## src/sv/assert_macros.svh

```systemverilog
// Assertion macros used by the RTL of the color converter.
`ifndef ASSERT_MACROS_SVH
`define ASSERT_MACROS_SVH

// Clocked check that is switched off while reset is asserted (active low).
`define ASSERT_CLKD(name, ck, rn, prop, msg) \
    name: assert property (@(posedge ck) disable iff (!rn) prop) else $error(msg);

// Clocked check that also holds while reset is asserted.
`define ASSERT_ALWAYS(name, ck, prop, msg) \
    name: assert property (@(posedge ck) prop) else $error(msg);

`endif

```

## src/sv/hsl2rgb_pkg.sv

```systemverilog
// Types and fixed constants of the HSL to RGB converter.
`default_nettype none

package hsl2rgb_pkg;

    // Width of one color channel and of the alpha byte.
    localparam int CHAN_W  = 8;
    localparam int ALPHA_W = 8;

    // Largest channel value; results above it saturate.
    localparam logic [CHAN_W-1:0] CHAN_MAX = 8'd255;

    // Packed width of the result word: red, green, blue, alpha.
    localparam int OUT_TDATA_W = 3 * CHAN_W + ALPHA_W;

    // Hue sector, the integer part of six times the hue.
    typedef enum logic [2:0] {
        SECT_RED_YELLOW    = 3'd0,
        SECT_YELLOW_GREEN  = 3'd1,
        SECT_GREEN_CYAN    = 3'd2,
        SECT_CYAN_BLUE     = 3'd3,
        SECT_BLUE_MAGENTA  = 3'd4,
        SECT_MAGENTA_RED   = 3'd5
    } sector_t;

endpackage

`default_nettype wire

```

## src/sv/hsl_to_rgb_converter.sv

```systemverilog
// HSL to RGB pixel converter: a five-stage pipeline with stream handshakes.
//
// Usage:
//   Slave side (s_axis_*): one pixel per word with hue, saturation and lightness as
//   unsigned fractions with FRAC_BITS fraction bits (2^FRAC_BITS means 1.0) and an
//   alpha byte. Values above 1.0 are taken as 1.0.
//   Master side (m_axis_*): one word per pixel with 8-bit red, green, blue, rounded
//   half up and saturated at 255, and the unchanged alpha byte.
//   Throughput: one pixel per clock cycle, sustained, as long as the receiver takes
//   a word each cycle.
//   Depth: five register stages; an accepted word passes through stages one to five
//   in order and is offered on the master side from the stage five register.
//   Two multiplies set the depth: the chroma product in stage two and the
//   intermediate-value product in stage three; the 255 scaling sits in stage five.
//   Stall: each stage holds its word while the stage after it is full and stalled,
//   and empty stages keep filling, so nothing is dropped or repeated. s_axis_tready
//   is low only when all five stages are full and the receiver stalls.
//   Reset: all stages come up empty; the block takes words from the first cycle on.
`default_nettype none

`include "assert_macros.svh"

module hsl_to_rgb_converter #(
    parameter int FRAC_BITS = 16,
    localparam int FLD_W = FRAC_BITS + 1,
    localparam int IN_BITS = 3 * FLD_W + hsl2rgb_pkg::ALPHA_W,
    localparam int IN_TDATA_W = ((IN_BITS + 7) / 8) * 8
) (
    input  wire logic                               clk,
    input  wire logic                               rst_n,
    input  wire logic                               s_axis_tvalid,
    output logic                                    s_axis_tready,
    // Fields from bit 0 up: hue, saturation, lightness, alpha_in, zero fill.
    input  wire logic [IN_TDATA_W-1:0]              s_axis_tdata,
    output logic                                    m_axis_tvalid,
    input  wire logic                               m_axis_tready,
    // Fields from bit 0 up: red, green, blue, alpha_out.
    output logic [hsl2rgb_pkg::OUT_TDATA_W-1:0]     m_axis_tdata
);

    localparam int F       = FRAC_BITS;
    localparam int PROD_W  = 2 * FLD_W;
    localparam int HP_W    = F + 3;
    localparam int V_W     = F + 3;
    localparam int SCL_W   = V_W + hsl2rgb_pkg::CHAN_W;
    localparam int NSTG    = 5;

    localparam logic [FLD_W-1:0]  FIX_ONE   = FLD_W'(1) << F;
    localparam logic [FLD_W:0]    FIX_ONE_W = (FLD_W + 1)'(1) << F;
    localparam logic [PROD_W-1:0] PROD_HALF = PROD_W'(1) << (F - 1);
    localparam logic [SCL_W-1:0]  SCL_ONE   = SCL_W'(1) << F;
    localparam logic [2:0]        SECT_LAST = 3'(hsl2rgb_pkg::SECT_MAGENTA_RED);

    // Stage valid bits and per-stage load enables.
    logic [NSTG:1] vld_reg;
    logic [NSTG:1] stage_en;

    assign stage_en[5] = !vld_reg[5] || m_axis_tready;
    assign stage_en[4] = !vld_reg[4] || stage_en[5];
    assign stage_en[3] = !vld_reg[3] || stage_en[4];
    assign stage_en[2] = !vld_reg[2] || stage_en[3];
    assign stage_en[1] = !vld_reg[1] || stage_en[2];

    assign s_axis_tready = stage_en[1];
    assign m_axis_tvalid = vld_reg[5];

    // Valid bits advance with their stage.
    always_ff @(posedge clk or negedge rst_n)
    begin
        if (!rst_n)
        begin
            vld_reg <= '0;
        end
        else
        begin
            if (stage_en[1])
            begin
                vld_reg[1] <= s_axis_tvalid;
            end
            for (int k = 2; k <= NSTG; k++)
            begin
                if (stage_en[k])
                begin
                    vld_reg[k] <= vld_reg[k-1];
                end
            end
        end
    end

    // Stage 1: saturate the inputs, form 1 - |2L - 1|, the sector and 1 - |H' mod 2 - 1|.
    logic [FLD_W-1:0]  hue_in;
    logic [FLD_W-1:0]  sat_in;
    logic [FLD_W-1:0]  light_in;
    logic [FLD_W-1:0]  hue_c;
    logic [FLD_W-1:0]  sat_c;
    logic [FLD_W-1:0]  light_c;
    logic [FLD_W:0]    two_l;
    logic [FLD_W:0]    t_abs;
    logic [HP_W-1:0]   hue3;
    logic [HP_W-1:0]   hp;
    logic [FLD_W-1:0]  frac2;
    logic [FLD_W-1:0]  d_abs;
    logic [2:0]        sect_raw;

    logic [FLD_W-1:0]          omt_next;
    logic [FLD_W-1:0]          omd_next;
    hsl2rgb_pkg::sector_t      sect_next;

    logic [FLD_W-1:0]                   s1_omt_reg;
    logic [FLD_W-1:0]                   s1_sat_reg;
    logic [FLD_W-1:0]                   s1_light_reg;
    logic [FLD_W-1:0]                   s1_omd_reg;
    hsl2rgb_pkg::sector_t               s1_sect_reg;
    logic [hsl2rgb_pkg::ALPHA_W-1:0]    s1_alpha_reg;

    always_comb
    begin
        hue_in   = s_axis_tdata[FLD_W-1:0];
        sat_in   = s_axis_tdata[2*FLD_W-1:FLD_W];
        light_in = s_axis_tdata[3*FLD_W-1:2*FLD_W];
        hue_c    = (hue_in > FIX_ONE) ? FIX_ONE : hue_in;
        sat_c    = (sat_in > FIX_ONE) ? FIX_ONE : sat_in;
        light_c  = (light_in > FIX_ONE) ? FIX_ONE : light_in;

        two_l    = {light_c, 1'b0};
        t_abs    = (two_l >= FIX_ONE_W) ? (two_l - FIX_ONE_W) : (FIX_ONE_W - two_l);
        omt_next = FIX_ONE - t_abs[FLD_W-1:0];

        // Six times the hue as four times plus two times.
        hue3     = HP_W'(hue_c);
        hp       = (hue3 << 2) + (hue3 << 1);
        sect_raw = hp[HP_W-1:F];
        frac2    = hp[F:0];
        d_abs    = (frac2 >= FIX_ONE) ? (frac2 - FIX_ONE) : (FIX_ONE - frac2);
        omd_next = FIX_ONE - d_abs;

        // Full hue lands on sector six and is folded into the last sector.
        if (sect_raw > SECT_LAST)
        begin
            sect_next = hsl2rgb_pkg::SECT_MAGENTA_RED;
        end
        else
        begin
            sect_next = hsl2rgb_pkg::sector_t'(sect_raw);
        end
    end

    always_ff @(posedge clk)
    begin
        if (stage_en[1])
        begin
            s1_omt_reg   <= omt_next;
            s1_sat_reg   <= sat_c;
            s1_light_reg <= light_c;
            s1_omd_reg   <= omd_next;
            s1_sect_reg  <= sect_next;
            s1_alpha_reg <= s_axis_tdata[3*FLD_W+hsl2rgb_pkg::ALPHA_W-1:3*FLD_W];
        end
    end

    // Stage 2: chroma, product rounded half up back to the fraction width.
    logic [PROD_W-1:0] chroma_prod;
    logic [FLD_W-1:0]  chroma_next;

    logic [FLD_W-1:0]                   s2_chroma_reg;
    logic [FLD_W-1:0]                   s2_light_reg;
    logic [FLD_W-1:0]                   s2_omd_reg;
    hsl2rgb_pkg::sector_t               s2_sect_reg;
    logic [hsl2rgb_pkg::ALPHA_W-1:0]    s2_alpha_reg;

    always_comb
    begin
        chroma_prod = PROD_W'(s1_omt_reg) * PROD_W'(s1_sat_reg) + PROD_HALF;
        chroma_next = chroma_prod[F+FLD_W-1:F];
    end

    always_ff @(posedge clk)
    begin
        if (stage_en[2])
        begin
            s2_chroma_reg <= chroma_next;
            s2_light_reg  <= s1_light_reg;
            s2_omd_reg    <= s1_omd_reg;
            s2_sect_reg   <= s1_sect_reg;
            s2_alpha_reg  <= s1_alpha_reg;
        end
    end

    // Stage 3: intermediate value X = C * (1 - |H' mod 2 - 1|), rounded half up.
    logic [PROD_W-1:0] x_prod;
    logic [FLD_W-1:0]  x_next;

    logic [FLD_W-1:0]                   s3_chroma_reg;
    logic [FLD_W-1:0]                   s3_x_reg;
    logic [FLD_W-1:0]                   s3_light_reg;
    hsl2rgb_pkg::sector_t               s3_sect_reg;
    logic [hsl2rgb_pkg::ALPHA_W-1:0]    s3_alpha_reg;

    always_comb
    begin
        x_prod = PROD_W'(s2_chroma_reg) * PROD_W'(s2_omd_reg) + PROD_HALF;
        x_next = x_prod[F+FLD_W-1:F];
    end

    always_ff @(posedge clk)
    begin
        if (stage_en[3])
        begin
            s3_chroma_reg <= s2_chroma_reg;
            s3_x_reg      <= x_next;
            s3_light_reg  <= s2_light_reg;
            s3_sect_reg   <= s2_sect_reg;
            s3_alpha_reg  <= s2_alpha_reg;
        end
    end

    // Stage 4: arrange C, X and 0 by sector and add the offset, in half units.
    logic [FLD_W-1:0] r1;
    logic [FLD_W-1:0] g1;
    logic [FLD_W-1:0] b1;
    logic [V_W-1:0]   red_v_next;
    logic [V_W-1:0]   grn_v_next;
    logic [V_W-1:0]   blu_v_next;

    logic [V_W-1:0]                     s4_red_v_reg;
    logic [V_W-1:0]                     s4_grn_v_reg;
    logic [V_W-1:0]                     s4_blu_v_reg;
    logic [hsl2rgb_pkg::ALPHA_W-1:0]    s4_alpha_reg;

    function automatic logic [V_W-1:0] half_units(
        input logic [FLD_W-1:0] c1,
        input logic [FLD_W-1:0] light,
        input logic [FLD_W-1:0] chroma
    );
        logic [V_W-1:0] pos;
        logic [V_W-1:0] chr;
        pos = V_W'({c1, 1'b0}) + V_W'({light, 1'b0});
        chr = V_W'(chroma);
        return (pos >= chr) ? (pos - chr) : '0;
    endfunction

    always_comb
    begin
        case (s3_sect_reg)
            hsl2rgb_pkg::SECT_RED_YELLOW:
            begin
                r1 = s3_chroma_reg; g1 = s3_x_reg;      b1 = '0;
            end
            hsl2rgb_pkg::SECT_YELLOW_GREEN:
            begin
                r1 = s3_x_reg;      g1 = s3_chroma_reg; b1 = '0;
            end
            hsl2rgb_pkg::SECT_GREEN_CYAN:
            begin
                r1 = '0;            g1 = s3_chroma_reg; b1 = s3_x_reg;
            end
            hsl2rgb_pkg::SECT_CYAN_BLUE:
            begin
                r1 = '0;            g1 = s3_x_reg;      b1 = s3_chroma_reg;
            end
            hsl2rgb_pkg::SECT_BLUE_MAGENTA:
            begin
                r1 = s3_x_reg;      g1 = '0;            b1 = s3_chroma_reg;
            end
            default:
            begin
                r1 = s3_chroma_reg; g1 = '0;            b1 = s3_x_reg;
            end
        endcase
        red_v_next = half_units(r1, s3_light_reg, s3_chroma_reg);
        grn_v_next = half_units(g1, s3_light_reg, s3_chroma_reg);
        blu_v_next = half_units(b1, s3_light_reg, s3_chroma_reg);
    end

    always_ff @(posedge clk)
    begin
        if (stage_en[4])
        begin
            s4_red_v_reg <= red_v_next;
            s4_grn_v_reg <= grn_v_next;
            s4_blu_v_reg <= blu_v_next;
            s4_alpha_reg <= s3_alpha_reg;
        end
    end

    // Stage 5: scale to 8 bits with round-half-up and saturate; this is the output word.
    function automatic logic [hsl2rgb_pkg::CHAN_W-1:0] to_byte(input logic [V_W-1:0] v);
        logic [SCL_W-1:0] scaled;
        logic [SCL_W-1:0] shifted;
        scaled  = SCL_W'(v) * SCL_W'(hsl2rgb_pkg::CHAN_MAX) + SCL_ONE;
        shifted = scaled >> (F + 1);
        return (shifted > SCL_W'(hsl2rgb_pkg::CHAN_MAX)) ? hsl2rgb_pkg::CHAN_MAX
                                                         : shifted[hsl2rgb_pkg::CHAN_W-1:0];
    endfunction

    logic [hsl2rgb_pkg::OUT_TDATA_W-1:0] out_word_next;
    logic [hsl2rgb_pkg::OUT_TDATA_W-1:0] out_word_reg;

    assign out_word_next = {s4_alpha_reg, to_byte(s4_blu_v_reg),
                            to_byte(s4_grn_v_reg), to_byte(s4_red_v_reg)};

    always_ff @(posedge clk)
    begin
        if (stage_en[5])
        begin
            out_word_reg <= out_word_next;
        end
    end

    assign m_axis_tdata = out_word_reg;

    // Checks on the pipeline's own arithmetic and flow control.
    `ASSERT_CLKD(a_chroma_le_one, clk, rst_n,
                 vld_reg[2] |-> (s2_chroma_reg <= FIX_ONE), "chroma above one")
    `ASSERT_CLKD(a_x_le_chroma, clk, rst_n,
                 vld_reg[3] |-> (s3_x_reg <= s3_chroma_reg), "X above chroma")
    `ASSERT_CLKD(a_held_stage, clk, rst_n,
                 (vld_reg[3] && !stage_en[3]) |=> (vld_reg[3] && $stable(s3_x_reg)),
                 "stalled stage changed")
    `ASSERT_ALWAYS(a_ready_when_empty, clk,
                   !vld_reg[5] |-> s_axis_tready, "not ready with empty output")

endmodule

`default_nettype wire
```

## config.mk

```make
export PLATFORM = sky130hd
export DESIGN_NAME = hsl_to_rgb_converter
export DESIGN_NICKNAME = d
export VERILOG_FILES = /design/src/sv/hsl2rgb_pkg.sv /design/src/sv/hsl_to_rgb_converter.sv
export VERILOG_INCLUDE_DIRS = /design/src /design/src/sv
export SDC_FILE = /design/constraint.sdc
export NUM_CORES = 2
export LEC_CHECK = 0
export ABC_AREA = 1
export BUFFER_PORTS_ARGS = -buffer_cell sky130_fd_sc_hd__buf_4
export CAP_MARGIN = 20
export CORE_UTILIZATION = 60
export DETAILED_ROUTE_END_ITERATION = 10
export GPL_ROUTABILITY_DRIVEN = 0
export PLACE_DENSITY = 0.77
export SLEW_MARGIN = 40
export SYNTH_ARGS = -nofsm -noshare
export SYNTH_HDL_FRONTEND = slang
export SYNTH_SLANG_ARGS = --single-unit
```

## constraint.sdc

```tcl
create_clock -name clk -period 8.2 [get_ports clk]
set_input_delay 0.41 -clock clk [delete_from_list [all_inputs] [get_ports clk]]
set_output_delay 0.41 -clock clk [all_outputs]
set_load 0.03 [all_outputs]
```

==> results.yml <==
run_status:
  status: "completed"
worst_setup_path:
  endpoint_kind: "flip-flop"
  arrival_ns: 6.70
  required_ns: 8.52
  critical_path.max_fanout: 17
  startpoint_type: "flip-flop"
  critPathKind: "reg -> reg"
  r2r_slack_ns: 1.82
clocking:
  clkLatencyLatePin_ns: 0.59
  htreeDepth: 2
  clockBufferDepth: 3
  clkSlewWorstSetupHoldPaths_ns: 0.06
  cts_made_buffers: 37
  root_buffer: "clkbuf_16"
  cts_setup_buffers: 0
  cts_tree: "yes"
  cts_sinks: 301
global_route:
  globalRouteOverflowTotal: 0
  grt_start_max_net_pins: 67
  grt_pass1_vias: 36743
  globalRouteTotalUtil: 0.271
  grt_first_pass_wirelength_um: 173000
  antenna_found_initial: 1
place:
  portBuffers: 96
  place_hpwl_um: 83200
synthesis:
  synth.avg_cell_area_um2: 8.51
  yosysSeqAreaShare: 0.193
  synth_area_leaders: "fa_1 (29%), edfxtp_1 (19%), ha_1 (14%), inv_1 (11%), nand2_1 (9.1%)"
  synth.most_common_cell: "inv_1"
  ys_ff_latch: 301
  yosys.area.top_type: "fa_1"
  synth_commonest_cells: "inv_1 (1407), nand2_1 (1131), fa_1 (674)"
  syn_inst: 5487
  syn-num-nets: 6745
  synth_cell_types: 56
  synthArstFlopShare: 0.0166
  synth_flop_cell: "edfxtp_1"
  yosysWarnings: 0
  synth-edff-count: 296
  yosysTopAreaCellShare: 0.289
  syn_area_um2: 46700
min_path:
  worstHoldPathType: "in -> reg"
drt:
  vias: 35228
  drt-initial-drc-count: 2077
  ant_nets: 0
  wl_um: 103000
  vias_per_cell: 5.36
  drt-pass1-iter-count: 6
  drc: 0
  wl_per_cell_um: 15.6
run:
  drv_cap: 0
die:
  dieArea_um2: 78900
  rows: 101
  die_height_um: 281
  dieWidth_um: 281
  io_pins: 102
  core_area_um2: 76500
  initial_core_util: 0.611
timing:
  clock-skew-final_ns: 0.0371
  setup_viol: 0
  min_period_ns: 6.38
  worst_slew_pin_slew_ns: 0.906
  rsz0062_at_grt: "no"
  slew_headroom: 0.396
  maxSlewViolCount: 0
  final.setup.tns_ns: 0
  finalCritPeriodShare: 0.778
  finalHoldViolCount: 0
  fmax_ghz: 0.157
cells_and_area:
  syn_to_final_growth_pct: 6.53
  seq_area_um2: 9010
  largest_register_ffs: 32
  drive_gt1_frac: 0.0459
  fin_nets: 6769
  num_antenna_cells: 0
  n_fill_cell: 6205
  multiInputGateArea_um2: 31800
[area by class of cell]
| type | instances | area share |
|---|---|---|
| flip-flops and latches | 301 | 0.181 |
| repair buffers | 133 | 0.0223 |
| well taps | 1030 | 0.0259 |
| clock inverters | 19 | 0.00513 |
| multi-input cells | 3625 | 0.639 |
| clock buffers | 48 | 0.0196 |
| inverters | 1413 | 0.107 |
[worst paths after layout]
| check | from | endpoint | cells past startpoint |
|---|---|---|---|
| max | s2_chroma_reg[11] | s3_x_reg[13] | 21 |
| min | s_axis_tdata[50] | s1_light_reg[16] | 1 |
| max reg2reg | s2_chroma_reg[11] | s3_x_reg[13] | 21 |
| min reg2reg | s2_alpha_reg[2] | s3_alpha_reg[2] | 0 |
| max in group asynchronous | rst_n | vld_reg[2] | 2 |
| min in group asynchronous | rst_n | vld_reg[3] | 2 |
[worst max-delay path, stage by stage, from the launching register on]
cell      delay [ns]
edfxtp_1        0.92
nand2_1         0.19
fa_1            0.55
fa_1            0.48
fa_1            0.56
inv_1           0.06
fa_1            0.49
fa_1            0.49
inv_1           0.05
fa_1            0.48
inv_1           0.04
ha_1            0.34
a21oi_1         0.20
o21ai_0         0.15
a21oi_1         0.16
nand3_1         0.15
nand2_1         0.09
o211ai_1        0.12
a21boi_1        0.35
o21ai_0         0.13
nand2_1         0.07
nand2_1         0.06
[what timing repair did]
action,4_1_cts,5_1_grt
hold endpoints to repair,15,0
resized for setup,0,0
hold buffers,11,0
[placed cells by master (no fill, tap or decap), types with 5 or more instances in the layout]
cell,instances
edfxtp_1,296
dlygate4sd3_1,11
clkbuf_1,10
xor2_1,107
nor3_1,37
inv_2,9
buf_4,102
clkbuf_16,37
nand3_1,142
o21ai_1,9
nand2_2,14
fa_1,674
clkinvlp_4,5
o22ai_1,51
o21a_1,5
buf_6,18
o21ai_2,5
a31oi_1,19
a211oi_1,12
nor4_1,14
a21oi_1,252
xnor2_1,72
nor2_4,8
ha_1,516
o31ai_1,9
o211ai_1,11
nor2_1,253
a21boi_0,5
nand2_4,6
nor2_2,7
o21bai_1,29
nand2_1,1130
nand3_2,7
a21o_1,12
o21ai_0,126
or2_2,13
inv_1,1404
nand4_1,34
dfrtp_1,5
nand3b_1,10
[stage by stage]
| step | cell area [um2] | setup slack [ns] | util | hold WS (ns) | cells |
|---|---|---|---|---|---|
| final | 49700 | 1.82 | 0.651 | 0.0401 | 6569 |
| after global routing | 49700 | 1.48 | 0.651 | 0.0242 | 6569 |
| after CTS | 49700 | 1.85 | 0.649 | 0.0115 | 6561 |
| after detailed placement | 48300 | 1.85 | 0.632 | 0.220 | 6483 |
| after global placement | 48200 | 1.83 | 0.630 | 0.220 | 6471 |
| after floorplan | 46700 | 1.66 | - | 0.114 | 5487 |
[kinds of logic (layout without fill, tap and decap cells)]
| family | after synthesis | count (layout) | share of synthesized area |
|---|---|---|---|
| DFF | 301 | 301 | 0.193 |
| adders and majority gates | 1190 | 1190 | 0.427 |
| and+or+nand+nor | 1685 | 1685 | 0.149 |
| AOI/OAI and AO/OA | 570 | 570 | 0.0699 |
| xor gates and xnor gates | 180 | 180 | 0.0339 |
| buffers and inverters | 1561 | 1613 | 0.126 |
[layer usage]
| layer | vias up | GRT usage | wire length [um] |
|---|---|---|---|
| met1 | 16902 | 0.338 | 41100 |
| met2 | 1126 | 0.472 | 51000 |
| met3 | 321 | 0.0383 | 6200 |
| met5 | - | 0 | 17 |
| met4 | 2 | 0.108 | 4240 |
| li1 | 16877 | - | - |
Power is left out: the tool's default activity adds up to more than one toggle a clock period on the data nets, which glitch-free logic cannot reach.
